<file path="config.mk">
export PLATFORM = sky130hd
export DESIGN_NAME = split_frame_tx_sequencer_unit
export DESIGN_NICKNAME = d
export VERILOG_FILES = /design/src/sv/sfts_pkg.sv /design/src/sv/sfts_ram.sv /design/src/sv/sfts_csr.sv /design/src/sv/sfts_ctrl.sv /design/src/sv/split_frame_tx_sequencer_unit.sv
export SDC_FILE = /design/constraint.sdc
export NUM_CORES = 1
export LEC_CHECK = 0
export ABC_AREA = 1
export BUFFER_PORTS_ARGS = -buffer_cell sky130_fd_sc_hd__buf_4
export CAP_MARGIN = 20
export CELL_PAD_IN_SITES_DETAIL_PLACEMENT = 0
export CELL_PAD_IN_SITES_GLOBAL_PLACEMENT = 1
export CORE_MARGIN = 4
export CORE_UTILIZATION = 40
export DETAILED_ROUTE_END_ITERATION = 6
export PLACE_DENSITY = 0.76
export SKIP_LAST_GASP = 1
export SLEW_MARGIN = 20
export SYNTH_ARGS = -nofsm -noshare
export SYNTH_HDL_FRONTEND = slang
export SYNTH_HIERARCHICAL = 1
export SYNTH_SLANG_ARGS = --single-unit
</file>
<file path="constraint.sdc">
create_clock -name clock -period 4.29 [get_ports clock]
set_input_delay 0.858 -clock clock [delete_from_list [all_inputs] [get_ports clock]]
set_output_delay 0.858 -clock clock [all_outputs]
set_load 0.05 [all_outputs]
</file>
<file path="src/sv/sfts_pkg.sv">
// sfts_pkg: shared types and constants for the split frame transmit sequencer
// request codes, register indexes, reset values and the per-transfer result flags
// no dependencies
package sfts_pkg;

   localparam int SFTS_FRAME_BYTES = 9;

   localparam logic [7:0] GAP_TICKS_RESET   = 8'd4;
   localparam logic [3:0] SPLIT_POINT_RESET = 4'd7;

   localparam logic [1:0] REQ_PUSH = 2'd0;
   localparam logic [1:0] REQ_POLL = 2'd1;
   localparam logic [1:0] REQ_DONE = 2'd2;

   localparam logic CSR_GAP_TICKS   = 1'b0;
   localparam logic CSR_SPLIT_POINT = 1'b1;

   typedef struct packed {
      logic tx_valid;
      logic seg_busy;
      logic push_dropped;
   } sfts_result_type;

endpackage

</file>
<file path="src/sv/sfts_ram.sv">
// sfts_ram: generic single-port-write, single-port-read ram with registered read
// read data updates only when a read is enabled; no dependencies
module sfts_ram #(
   parameter int WIDTH = 8,
   parameter int DEPTH = 16
) (
   input  logic                     clock,
   input  logic                     wr_en,
   input  logic [$clog2(DEPTH)-1:0] wr_addr,
   input  logic [WIDTH-1:0]         wr_data,
   input  logic                     rd_en,
   input  logic [$clog2(DEPTH)-1:0] rd_addr,
   output logic [WIDTH-1:0]         rd_data
);

   logic [WIDTH-1:0] mem_ff [DEPTH];
   logic [WIDTH-1:0] rd_data_ff;

   always_ff @(posedge clock) begin
      if (wr_en) begin
         mem_ff[wr_addr] <= wr_data;
      end
      if (rd_en) begin
         rd_data_ff <= mem_ff[rd_addr];
      end
   end

   assign rd_data = rd_data_ff;

endmodule

</file>
<file path="src/sv/sfts_csr.sv">
// sfts_csr: apb-style register file for gap_ticks and split_point
// depends on sfts_pkg for reset values and register indexes
module sfts_csr (
   input  logic        clock,
   input  logic        reset,
   input  logic        psel,
   input  logic        penable,
   input  logic        pwrite,
   input  logic [2:0]  paddr,
   input  logic [31:0] pwdata,
   output logic [31:0] prdata,
   output logic        pready,
   output logic [7:0]  gap_ticks,
   output logic [3:0]  split_point
);
   import sfts_pkg::*;

   logic [7:0] gap_ticks_ff;
   logic [7:0] gap_ticks_in;
   logic [3:0] split_point_ff;
   logic [3:0] split_point_in;
   logic       wr_fire;

   assign pready  = 1'b1;
   assign wr_fire = psel && penable && pwrite;

   always_comb begin
      gap_ticks_in   = gap_ticks_ff;
      split_point_in = split_point_ff;
      if (wr_fire) begin
         case (paddr[2])
            CSR_GAP_TICKS:   gap_ticks_in   = pwdata[7:0];
            CSR_SPLIT_POINT: split_point_in = pwdata[3:0];
            default: ;
         endcase
      end
   end

   always_ff @(posedge clock) begin
      if (reset) begin
         gap_ticks_ff   <= GAP_TICKS_RESET;
         split_point_ff <= SPLIT_POINT_RESET;
      end else begin
         gap_ticks_ff   <= gap_ticks_in;
         split_point_ff <= split_point_in;
      end
   end

   always_comb begin
      case (paddr[2])
         CSR_GAP_TICKS:   prdata = {24'd0, gap_ticks_ff};
         CSR_SPLIT_POINT: prdata = {28'd0, split_point_ff};
         default:         prdata = 32'd0;
      endcase
   end

   assign gap_ticks   = gap_ticks_ff;
   assign split_point = split_point_ff;

endmodule

</file>
<file path="src/sv/sfts_ctrl.sv">
// sfts_ctrl: pointer, fill and gap bookkeeping; issues frame buffer reads and writes
// depends on sfts_pkg for request codes and the result struct
module sfts_ctrl #(
   parameter int FRAME_BYTES = sfts_pkg::SFTS_FRAME_BYTES,
   parameter int AW = (FRAME_BYTES > 1) ? $clog2(FRAME_BYTES) : 1
) (
   input  logic                     clock,
   input  logic                     reset,
   input  logic                     item_accept,
   input  logic [1:0]               req_type,
   input  logic [7:0]               req_data_byte,
   input  logic [3:0]               req_push_len,
   input  logic                     req_push_first,
   input  logic                     req_push_last,
   input  logic [7:0]               gap_ticks,
   input  logic [3:0]               split_point,
   output logic                     mem_wr_en,
   output logic [AW-1:0]            mem_wr_addr,
   output logic [7:0]               mem_wr_data,
   output logic                     mem_rd_en,
   output logic [AW-1:0]            mem_rd_addr,
   output sfts_pkg::sfts_result_type result
);
   import sfts_pkg::*;

   localparam int CW = $clog2(FRAME_BYTES + 1);
   localparam int SW = ((CW > 4) ? CW : 4) + 1;
   localparam logic [CW-1:0] LAST_CNT = CW'(FRAME_BYTES);

   logic [CW-1:0] fill_ff, fill_in;
   logic [CW-1:0] rd_ptr_ff, rd_ptr_in;
   logic [CW-1:0] wr_ptr_ff, wr_ptr_in;
   logic          accepting_ff, accepting_in;
   logic          seg_done_ff, seg_done_in;
   logic [8:0]    gap_count_ff, gap_count_in;

   logic          acc_start;
   logic [CW-1:0] wp_start;
   logic [CW-1:0] rd_ptr_inc;
   logic          at_split;
   logic          inc_at_split;
   logic          has_bytes;

   always_comb begin
      acc_start    = req_push_first ?
                     ((SW'(fill_ff) + SW'(req_push_len)) <= SW'(FRAME_BYTES)) : accepting_ff;
      wp_start     = req_push_first ? fill_ff : wr_ptr_ff;
      rd_ptr_inc   = rd_ptr_ff + CW'(1);
      at_split     = (SW'(rd_ptr_ff) == SW'(split_point));
      inc_at_split = (SW'(rd_ptr_inc) == SW'(split_point));
      has_bytes    = fill_ff > rd_ptr_ff;
   end

   always_comb begin
      fill_in      = fill_ff;
      rd_ptr_in    = rd_ptr_ff;
      wr_ptr_in    = wr_ptr_ff;
      accepting_in = accepting_ff;
      seg_done_in  = seg_done_ff;
      gap_count_in = gap_count_ff;
      mem_wr_en    = 1'b0;
      mem_wr_addr  = wp_start[AW-1:0];
      mem_wr_data  = req_data_byte;
      mem_rd_en    = 1'b0;
      mem_rd_addr  = rd_ptr_ff[AW-1:0];
      result.tx_valid     = 1'b0;
      result.push_dropped = 1'b0;
      if (item_accept) begin
         case (req_type)
            REQ_PUSH: begin
               accepting_in = acc_start;
               wr_ptr_in    = wp_start;
               if (acc_start && (wp_start < LAST_CNT)) begin
                  mem_wr_en = 1'b1;
                  wr_ptr_in = wp_start + CW'(1);
               end else begin
                  result.push_dropped = 1'b1;
               end
               // last byte commits what was actually written
               if (req_push_last) begin
                  if (acc_start) begin
                     fill_in = wr_ptr_in;
                  end
                  accepting_in = 1'b0;
               end
            end
            REQ_POLL: begin
               if (seg_done_ff && (gap_count_ff <= {1'b0, gap_ticks})) begin
                  gap_count_in = gap_count_ff + 9'd1;
               end else if (has_bytes && ((rd_ptr_ff == '0) || at_split)) begin
                  gap_count_in    = 9'd0;
                  seg_done_in     = 1'b0;
                  result.tx_valid = 1'b1;
                  mem_rd_en       = 1'b1;
                  rd_ptr_in       = rd_ptr_inc;
               end
            end
            REQ_DONE: begin
               if (has_bytes && !seg_done_ff) begin
                  result.tx_valid = 1'b1;
                  mem_rd_en       = 1'b1;
                  rd_ptr_in       = rd_ptr_inc;
                  if (rd_ptr_inc == LAST_CNT) begin
                     fill_in     = '0;
                     rd_ptr_in   = '0;
                     seg_done_in = 1'b1;
                  end else if (inc_at_split) begin
                     seg_done_in = 1'b1;
                  end
               end
            end
            default: ;
         endcase
      end
      result.seg_busy = !seg_done_in;
   end

   always_ff @(posedge clock) begin
      if (reset) begin
         fill_ff      <= '0;
         rd_ptr_ff    <= '0;
         wr_ptr_ff    <= '0;
         accepting_ff <= 1'b0;
         seg_done_ff  <= 1'b1;
         gap_count_ff <= 9'd0;
      end else begin
         fill_ff      <= fill_in;
         rd_ptr_ff    <= rd_ptr_in;
         wr_ptr_ff    <= wr_ptr_in;
         accepting_ff <= accepting_in;
         seg_done_ff  <= seg_done_in;
         gap_count_ff <= gap_count_in;
      end
   end

   a_fill_in_range: assert property (@(posedge clock) disable iff (reset)
      fill_ff <= LAST_CNT)
      else $error("fill level beyond frame size");

   a_read_behind_fill: assert property (@(posedge clock) disable iff (reset)
      rd_ptr_ff <= fill_ff)
      else $error("read pointer ahead of fill level");

   a_no_read_and_write: assert property (@(posedge clock) disable iff (reset)
      !(mem_wr_en && mem_rd_en))
      else $error("buffer read and write in one transfer");

   // counting stops one past the largest gap_ticks, so the counter never wraps
   a_gap_saturates: assert property (@(posedge clock) disable iff (reset)
      gap_count_ff <= 9'd256)
      else $error("gap counter past its limit");

endmodule

</file>
<file path="src/sv/split_frame_tx_sequencer_unit.sv">
// split_frame_tx_sequencer_unit: transmit sequencer for a split display frame
// usage: req_ channel takes push bytes, poll ticks and byte-done events; rsp_
// channel returns one result per request: tx byte (if any), segment busy and
// push-dropped flags. gap_ticks and split_point are set over the apb-style port.
// throughput: one request per cycle while req_stall is low. a request transfers
// at the edge where req_valid is high and req_stall is low; its result then moves
// through the buffer read stage and then the output register, where rsp_valid is high.
// the frame buffer sits in a ram with registered read; a request reads or writes
// it at most once and bookkeeping updates in the accept cycle, so back-to-back
// requests see each other's updates with no bubble.
// reset (synchronous) empties the frame, closes any open push, marks the segment
// done, clears the gap counter and loads gap_ticks 4 and split_point 7; buffer
// contents are not cleared and read as garbage until written.
// when rsp_stall holds, the output register keeps its result and one more
// request may still transfer into the read stage; after that req_stall rises.
// depends on sfts_pkg, sfts_ram, sfts_csr, sfts_ctrl
module split_frame_tx_sequencer_unit #(
   parameter int FRAME_BYTES = sfts_pkg::SFTS_FRAME_BYTES
) (
   input  logic        clock,
   input  logic        reset,
   input  logic        req_valid,
   output logic        req_stall,
   input  logic [1:0]  req_type,
   input  logic [7:0]  req_data_byte,
   input  logic [3:0]  req_push_len,
   input  logic        req_push_first,
   input  logic        req_push_last,
   output logic        rsp_valid,
   input  logic        rsp_stall,
   output logic        rsp_tx_valid,
   output logic [7:0]  rsp_tx_byte,
   output logic        rsp_seg_busy,
   output logic        rsp_push_dropped,
   input  logic        psel,
   input  logic        penable,
   input  logic        pwrite,
   input  logic [2:0]  paddr,
   input  logic [31:0] pwdata,
   output logic [31:0] prdata,
   output logic        pready
);
   import sfts_pkg::*;

   localparam int AW = (FRAME_BYTES > 1) ? $clog2(FRAME_BYTES) : 1;

   logic [7:0]      gap_ticks;
   logic [3:0]      split_point;
   logic            item_accept;
   logic            mem_wr_en;
   logic [AW-1:0]   mem_wr_addr;
   logic [7:0]      mem_wr_data;
   logic            mem_rd_en;
   logic [AW-1:0]   mem_rd_addr;
   logic [7:0]      mem_rd_data;
   sfts_result_type ctrl_result;

   logic            s1_valid_ff, s1_valid_in;
   sfts_result_type s1_res_ff, s1_res_in;
   logic            out_valid_ff, out_valid_in;
   sfts_result_type out_res_ff, out_res_in;
   logic [7:0]      out_byte_ff, out_byte_in;

   logic            out_free;
   logic            s1_move;
   logic            s1_free;

   sfts_csr u_csr (
      .clock       (clock),
      .reset       (reset),
      .psel        (psel),
      .penable     (penable),
      .pwrite      (pwrite),
      .paddr       (paddr),
      .pwdata      (pwdata),
      .prdata      (prdata),
      .pready      (pready),
      .gap_ticks   (gap_ticks),
      .split_point (split_point)
   );

   sfts_ctrl #(
      .FRAME_BYTES (FRAME_BYTES),
      .AW          (AW)
   ) u_ctrl (
      .clock          (clock),
      .reset          (reset),
      .item_accept    (item_accept),
      .req_type       (req_type),
      .req_data_byte  (req_data_byte),
      .req_push_len   (req_push_len),
      .req_push_first (req_push_first),
      .req_push_last  (req_push_last),
      .gap_ticks      (gap_ticks),
      .split_point    (split_point),
      .mem_wr_en      (mem_wr_en),
      .mem_wr_addr    (mem_wr_addr),
      .mem_wr_data    (mem_wr_data),
      .mem_rd_en      (mem_rd_en),
      .mem_rd_addr    (mem_rd_addr),
      .result         (ctrl_result)
   );

   sfts_ram #(
      .WIDTH (8),
      .DEPTH (FRAME_BYTES)
   ) u_frame_ram (
      .clock   (clock),
      .wr_en   (mem_wr_en),
      .wr_addr (mem_wr_addr),
      .wr_data (mem_wr_data),
      .rd_en   (mem_rd_en),
      .rd_addr (mem_rd_addr),
      .rd_data (mem_rd_data)
   );

   always_comb begin
      out_free    = !out_valid_ff || !rsp_stall;
      s1_move     = s1_valid_ff && out_free;
      s1_free     = !s1_valid_ff || s1_move;
      req_stall   = !s1_free;
      item_accept = req_valid && s1_free;

      s1_valid_in  = item_accept ? 1'b1 : (s1_move ? 1'b0 : s1_valid_ff);
      s1_res_in    = item_accept ? ctrl_result : s1_res_ff;
      out_valid_in = s1_move ? 1'b1 : (out_free ? 1'b0 : out_valid_ff);
      out_res_in   = s1_move ? s1_res_ff : out_res_ff;
      // ram data stays put until the next read, so it is still this result's byte
      out_byte_in  = s1_move ? (s1_res_ff.tx_valid ? mem_rd_data : 8'd0) : out_byte_ff;
   end

   always_ff @(posedge clock) begin
      if (reset) begin
         s1_valid_ff  <= 1'b0;
         out_valid_ff <= 1'b0;
      end else begin
         s1_valid_ff  <= s1_valid_in;
         out_valid_ff <= out_valid_in;
      end
   end

   always_ff @(posedge clock) begin
      s1_res_ff   <= s1_res_in;
      out_res_ff  <= out_res_in;
      out_byte_ff <= out_byte_in;
   end

   assign rsp_valid        = out_valid_ff;
   assign rsp_tx_valid     = out_res_ff.tx_valid;
   assign rsp_tx_byte      = out_byte_ff;
   assign rsp_seg_busy     = out_res_ff.seg_busy;
   assign rsp_push_dropped = out_res_ff.push_dropped;

   a_stage_held_on_stall: assert property (@(posedge clock) disable iff (reset)
      s1_valid_ff && out_valid_ff && rsp_stall |=> s1_valid_ff && $stable(s1_res_ff))
      else $error("read stage lost its result while output stalled");

   a_idle_byte_zero: assert property (@(posedge clock) disable iff (reset)
      rsp_valid && !rsp_tx_valid |-> rsp_tx_byte == 8'd0)
      else $error("tx byte nonzero without a transmit");

   a_push_no_tx: assert property (@(posedge clock) disable iff (reset)
      rsp_valid && rsp_push_dropped |-> !rsp_tx_valid)
      else $error("dropped push reported with a transmit byte");

endmodule
</file>
==> Yosys cells after proc, flatten, opt, wreduce, memory -nomap -nowiden <==
Memory sizes are Yosys's and may differ from the RTL's. A register that Yosys moved wholly into a read port is not among the register bits.
Cells that the tools add are included.
{ "word_totals": {"regBits": 51, "ramBits": 72, "input_bits": 58, "output_inout_bits": 46, "word_cells": 107, "mem_count": 1} }
{ "mem_list": {"columns": ["name", "depth", "width", "rd", "rd_ports_with_merged_regs", "write_ports", "line_no", "source"], "rows": [
  ["u_frame_ram.mem_ff", 9, 8, 1, 1, 1, "sfts_ram.sv:16", "logic [WIDTH-1:0] mem_ff [DEPTH];"]
]} }
{ "classes": {"n_addsub": 4, "magnitude_cmp": 4, "n_eq_ne": 11, "mux": 39, "bitwise_logic": 1, "reduce_logical": 30} }
{ "ops": {"columns": ["op", "n"], "rows": [
  ["32-bit case mux with 2 select lines", 1],
  ["4-bit two-way mux", 10],
  ["1-bit two-way mux", 22],
  ["9-bit two-way mux", 2],
  ["4-bit case mux with 2 select lines", 2],
  ["2-bit nonzero test", 5],
  ["9-bit by 1-bit adder with 9-bit output, second input constant", 1],
  ["9-bit by 8-bit less-or-equal comparator with 1-bit output", 1],
  ["4-bit by 1-bit adder with 4-bit output, second input constant", 2],
  ["4-bit equality test", 2],
  ["1-bit logical AND", 8],
  ["2-bit by 1-bit != test with 1-bit output, second input constant", 4],
  ["1-bit zero test", 6],
  ["2-bit AND reduction", 3],
  ["6-bit AND reduction", 1],
  ["4-bit by 4-bit adder with 5-bit output", 1],
  ["5-bit by 4-bit less-or-equal comparator with 1-bit output, second input constant", 1],
  ["5-bit AND reduction", 1],
  ["4-bit equality test, second input constant", 1],
  ["4-bit > comparator", 1],
  ["4-bit zero test", 1],
  ["4-bit less-than comparator, second input constant", 1],
  ["2-bit != test, second input constant", 2],
  ["1-bit case mux with 2 select lines", 2],
  ["6 further kinds", 8]
]} }

==> Logic depth before layout (Yosys ltp) <==
{ "depth": {"ltp_word": 9, "depth_mapped": 16} }

==> Cells and area by module <==
Netlist, hierarchy kept.
{ "modules_own_cells": {"columns": ["module", "n_inst", "cells_each", "area_each_um2"], "rows": [
  ["sfts_ram", 1, 308, 3382.0],
  ["sfts_ctrl", 1, 338, 2179.6],
  ["sfts_csr", 1, 122, 804.5],
  ["split_frame_tx_sequencer_unit", 1, 43, 568.0]
]} }

==> Worst setup path after synthesis <==
No wires, ideal clock.
{ "synth_timing": {"kind": "input to register", "start": "input req_push_len[0]", "end": "memory u_frame_ram.mem_ff[4][0], enable pin", "arrival_time_ps": 2704, "t_required_ps": 3920, "setup_slack_ps": 1216, "cell_stages": 11, "path_buffers": 0, "path_cell_list": "ha_1 -> fa_1 -> nand2_1 -> a21oi_1 -> nor3_1 -> nand2_1 -> nand2_2 -> nand2_1 -> nor2_1 -> nand3_1 -> nor2_1"} }
{ "synth_between": {"elab_chain_cells": 9} }
{ "synth_lines": {"columns": ["element", "line_no", "source"], "rows": [
  ["start, declared", "split_frame_tx_sequencer_unit.sv:26", "input logic [3:0] req_push_len,"],
  ["4-bit by 4-bit adder with 5-bit output", "sfts_ctrl.sv:46", "((SW'(fill_ff) + SW'(req_push_len)) <= SW'(FRAME_BYTES)) : accepting_ff;"],
  ["5-bit by 4-bit less-or-equal comparator with 1-bit output", "sfts_ctrl.sv:46", null],
  ["1-bit two-way mux", "sfts_ctrl.sv:45", "acc_start = req_push_first ?"],
  ["1-bit logical AND", "sfts_ctrl.sv:73", "if (acc_start && (wp_start < LAST_CNT)) begin"],
  ["1-bit two-way mux", "sfts_ctrl.sv:73", null],
  ["1-bit two-way mux", "sfts_ctrl.sv:69", "case (req_type)"],
  ["1-bit two-way mux", "sfts_ctrl.sv:68", "if (item_accept) begin"],
  ["via mem_wr_en", "split_frame_tx_sequencer_unit.sv:50", "logic mem_wr_en;"],
  ["1-bit two-way mux", "sfts_ram.sv:20", "if (wr_en) begin"],
  ["1-bit two-way mux (not written as such)", "sfts_ram.sv:21", "mem_ff[wr_addr] <= wr_data;"],
  ["end, declared", "sfts_ram.sv:16", null]
]} }
The timed path passes the listed nets, and every way through them passes these cells.

==> Final worst setup path <==
{ "layout_timing": {"start": "input req_push_len[0]", "end": "memory u_frame_ram.mem_ff[6][2], enable pin"} }
The elaborated chain is that of the path after synthesis.

==> results.md <==
- For the worst setup path, the data required time is between 4 and 5 ns.
- Setup violations remaining at the end of the flow were counted as 0.
- The critical path's top delay family is simple AND/OR/NAND/NOR gates.
- The number of warnings printed during yosys synthesis is 6.
- The total of cells resized after clock tree synthesis is 0.
- The count of endpoints failing hold in the final timing report is 0.
- In the final routed layout, each cell accounts on average for about 13 um.
- The delay of the slowest critical-path stage is ~0.61 ns.
- The H-tree was split into 4 levels.
- The number of buffers inserted for hold repair after clock tree synthesis is 0.
- The maximum count of clock buffers along a single path is 2.
- The cell row count is 47.
- The final route contains just under 5000 vias.
- Routability-driven placement finished with a final weighted congestion of 0.765.
- For hold timing, the worst endpoint is rsp_seg_busy.
- The number of synthesized register bits is about 130.
- Global routing consumed, over all layers together, 14.5% of the routing resources.
- The violation count after the first detailed-route iteration is 294.
- Power spread over the standard cell area amounts to approximately 400 nW/um2.
- The static leakage is about 3.6 nW.
- Detailed placement ended at an HPWL of between 9 and 10 mm.
- The net switching power of the design is about 0.85 mW.
- Clock-pin slew was measured on the worst setup and hold paths at 0.06 ns.
- The worst hold path begins at s1_res_ff[1].
- The number of antenna violations at the first check in global routing came to 0.
- The critical path class is input pin to flop.
- The share of the clock period used by the worst path is 74.5%.
- The finished cells cover between 7000 and 8000 um2.
- The run finished with clean final reports.
- Counting flops with an async set or reset pin after synthesis yields a share of 0%.
- In the routed design, unresolved DRC markers number 0.
- Once layout is complete, the utilization of the core stands at 47.3%.
- The number of global-route vias before repair came to roughly 4600.
- The worst register-to-register path has a depth of 11.
- The count of nets left with antenna violations once routing finished came out at 0.
- STA classifies the critical path startpoint as an input pin.
- Counting flops with a built-in enable in the synthesized netlist gives 94.
- The area inside the core boundary is 16800 um2.
- The clock drives ~130 sinks.
- The synthesized design devotes to its leading area cell type between 40% and 50% of total area.
- The total length of routed wires is ~14 mm.
- The cell count after synthesis came out at 811.
- The cell type of the slowest stage on the worst timing path is sky130_fd_sc_hd__nor2_1.
- Summing all placed instances gives a cell area of 7340 um2.
- The clock insertion delay at the later pin of the skew report is 0.42 ns.
- The pin slew with the least headroom to its limit is 1.01 ns.
- The clock tree skew after final layout is approximately 0.0085 ns.
- The first global-routing pass estimated 22.6 mm of wire.
- The maximum frequency from static timing analysis is 313 MHz.
- The post-layout net count is approximately 940.
- Once the floorplan was initialized, standard cells occupied between 40% and 50% of the core.
- Global routing finished with a remaining overflow of 0.
- The floorplan die area is 19500 um2.
- The most used flip-flop cell after synthesis is sky130_fd_sc_hd__edfxtp_1.
- Once the clock tree was built, the setup fixing pass inserted 0 buffers.
- The number of detailed-route iterations in the first pass is 4.
- The count of buffers added on input and output ports is between 50 and 60.
- The nature of the critical path endpoint is a flop.
- The setup TNS is 0 ns.
- The total CTS buffers is 17.
- The maximum vdd ir drop is roughly 0.25 mV.
- The reported max-cap violation count is 0.
- The floorplan step set the die width to around 140 um.
- Of all cell types, the one taking the most synthesized area is sky130_fd_sc_hd__edfxtp_1.
- The count of pins on the block boundary is roughly 100.
- The worst register-to-register path ends at u_frame_ram/mem_ff[6][2].
- The number of pins with negative max-slew slack in the final report is 0.
- The die span in y is 140 um.
- Along the worst hold path, the cell count comes to 0.
- Dividing the detail-routed via count by the number of cells gives around 4.6.
- In this run the mean area of a mapped cell was 8.55 um2.
- The clock tree from TritonCTS is built.
- The relative slew slack is between 30% and 40%.
- The kind of path behind the tightest hold check is flop to flop.
- The number of distinct standard cells referenced by the synthesized netlist is 35.
- Internal power comes to between 2 and 2.5 mW.
- Of all nets on the critical path, the largest fanout is 8.
- STA puts the critical path data arrival time at ~3.2 ns.
- Of the total power, registers draw between 40% and 50%.
- The area added between synthesis and finish is 14.4%.
- The part of the total power dissipated in the clock network is a little under half.
- The largest net degree at the start of global routing is 39.
- Yosys attributes the largest share of cell area to sky130_fd_sc_hd__edfxtp_1 (41%), sky130_fd_sc_hd__nand2_1 (13%), sky130_fd_sc_hd__dfxtp_1 (11%), sky130_fd_sc_hd__inv_1 (6.8%), sky130_fd_sc_hd__nand3_1 (6.5%).
- The library cell appearing most often on the critical path is sky130_fd_sc_hd__nand2_1.
- For flop-to-flop paths, the worst setup slack is roughly 1.3 ns.
- The part of the Yosys area used for sequential elements is 51.4%.
- The number of antenna diodes in the final layout is 0.
- In this run switching power makes up a little over a quarter of total power.
- In this run the critical register-to-register path is launched from u_ctrl/fill_ff[0].
- The clock tree root driver cell is sky130_fd_sc_hd__clkbuf_16.
- The proportion of layout cells with a drive suffix above 1 is between 10% and 20%.
- Summing every instance area after synthesis gives between 6000 and 7000 um2.
- The critical path goes through buf_4 > ha_1 > fa_1 > nand2_1 > a21oi_1 > nor3_1 > nand2_1 > nand2_2 > nand2_1 > nor2_1 > nand3_1 > nor2_1.
- Per report_power, the combinational group accounts for 11.3% of the total.
- Together, buffers and inverters on the worst path number 1.
- Setup repair after global routing left no endpoint under its margin.
- Subtracting the final worst setup slack from the clock period gives between 3 and 4 ns.
[synthesized netlist by cell type (2+ instances only)]
library cell / count
sky130_fd_sc_hd__a21oi_1: 31
sky130_fd_sc_hd__a21oi_2: 2
sky130_fd_sc_hd__buf_2: 4
sky130_fd_sc_hd__buf_4: 40
sky130_fd_sc_hd__buf_6: 7
sky130_fd_sc_hd__clkbuf_1: 5
sky130_fd_sc_hd__conb_1: 2
sky130_fd_sc_hd__dfxtp_1: 37
sky130_fd_sc_hd__edfxtp_1: 94
sky130_fd_sc_hd__ha_1: 25
sky130_fd_sc_hd__inv_1: 125
sky130_fd_sc_hd__inv_2: 4
sky130_fd_sc_hd__inv_4: 2
sky130_fd_sc_hd__nand2_1: 234
sky130_fd_sc_hd__nand2_2: 4
sky130_fd_sc_hd__nand2_4: 3
sky130_fd_sc_hd__nand3_1: 90
sky130_fd_sc_hd__nand4_1: 6
sky130_fd_sc_hd__nor2_1: 51
sky130_fd_sc_hd__nor2_2: 9
sky130_fd_sc_hd__nor3_1: 2
sky130_fd_sc_hd__o21ai_0: 2
sky130_fd_sc_hd__o21ai_1: 5
sky130_fd_sc_hd__o21ai_2: 5
sky130_fd_sc_hd__xnor2_1: 7
sky130_fd_sc_hd__xor2_1: 6
[cells in the final DEF (no fill, tap or decap), types with 5 or more instances in the layout]
master,n
sky130_fd_sc_hd__nand2_1,234
sky130_fd_sc_hd__inv_1,125
sky130_fd_sc_hd__edfxtp_1,94
sky130_fd_sc_hd__nand3_1,90
sky130_fd_sc_hd__buf_4,61
sky130_fd_sc_hd__nor2_1,51
sky130_fd_sc_hd__dfxtp_1,37
sky130_fd_sc_hd__a21oi_1,31
sky130_fd_sc_hd__conb_1,25
sky130_fd_sc_hd__ha_1,25
sky130_fd_sc_hd__clkbuf_16,17
sky130_fd_sc_hd__nor2_2,9
sky130_fd_sc_hd__xnor2_1,7
sky130_fd_sc_hd__xor2_1,6
sky130_fd_sc_hd__nand4_1,6
sky130_fd_sc_hd__inv_6,5
sky130_fd_sc_hd__o21ai_2,5
sky130_fd_sc_hd__o21ai_1,5
[power by group through the flow]
| stage | Sequential [mW] | Combinational [mW] | Clock [mW] |
|---|---|---|---|
| global route | 1.39 | 0.399 | 1.54 |
| floorplan | 1.43 | 0.281 | 0 |
| global placement | 1.42 | 0.361 | 0 |
| CTS | 1.39 | 0.363 | 1.48 |
| detailed placement | 1.42 | 0.362 | 0 |
| finish | 1.39 | 0.361 | 1.44 |
[through the flow]
step	hold slack, ns	total power [mW]	std cells	setup WS [ns]
floorplan	0.400	1.71	834	1.22
global placement	0.403	1.78	1059	0.721
detailed placement	0.406	1.78	1059	0.690
CTS	0.420	3.23	1091	1.13
global route	0.433	3.34	1091	0.867
finish	0.419	3.20	1091	1.09
[cells by family (layout without fill, tap and decap cells)]
kind of cell,count (synthesis),in the layout,synth area share (%)
AOI/OAI and AO/OA,48,48,3.95
other,2,25,0.108
xor gates and xnor gates,13,13,1.64
adders and majority gates,26,26,4.80
buffers and inverters,187,224,13.2
DFF,131,131,51.4
and+or+nand+nor,404,404,24.9
[worst register-to-register path: cells and delay by family, from the launching register on]
family                     cells  cell delay, ns
DFF                            1            0.36
and+or+nand+nor                8            1.59
AOI/OAI and AO/OA              1            0.07
adders and majority gates      2            0.63
[sequential cells by signal (all words and copies together), names as in the netlist, 3 cells and up, named ones only]
name                 flops
u_frame_ram/mem_ff      72
u_ctrl/gap_count_ff      9
rsp_tx_byte              8
u_csr/gap_ticks          8
u_frame_ram/rd_data      8
u_csr/split_point        4
u_ctrl/fill_ff           4
u_ctrl/mem_rd_addr       4
u_ctrl/wr_ptr_ff         4
s1_res_ff                3
[how the worst max path moves through the flow]
stage | cells after the start | slack, ns | endpoint | start
3_3_place_gp | 12 | 0.72 | u_frame_ram/mem_ff[3][6] | req_push_len[0]
5_1_grt | 12 | 0.87 | u_frame_ram/mem_ff[5][2] | req_push_len[0]
2_1_floorplan | 11 | 1.22 | u_frame_ram/mem_ff[4][0] | req_push_len[0]
6_report | 12 | 1.09 | u_frame_ram/mem_ff[6][2] | req_push_len[0]
4_1_cts | 12 | 1.13 | u_frame_ram/mem_ff[4][2] | req_push_len[0]
3_5_place_dp | 12 | 0.69 | u_frame_ram/mem_ff[4][6] | req_push_len[0]
[area by class of cell]
class / instances / area, um2
fill: 1667 / 8830
sequential: 131 / 3560
multi-input combinational: 516 / 2540
inverter: 131 / 497
timing repair buffer: 61 / 458
clock buffer: 17 / 425
tap: 220 / 275
clock inverter: 15 / 171
[routing by layer]
metal / part of all wire [%] / routed length [um] / GRT usage, %
met1: 47 / 6530 / 19.0
met2: 48 / 6690 / 23.6
met3: 3.8 / 527 / 3.64
met4: 1.3 / 178 / 4.74
met5: 0 / 0 / 0
(Power assumes the default switching activity.)
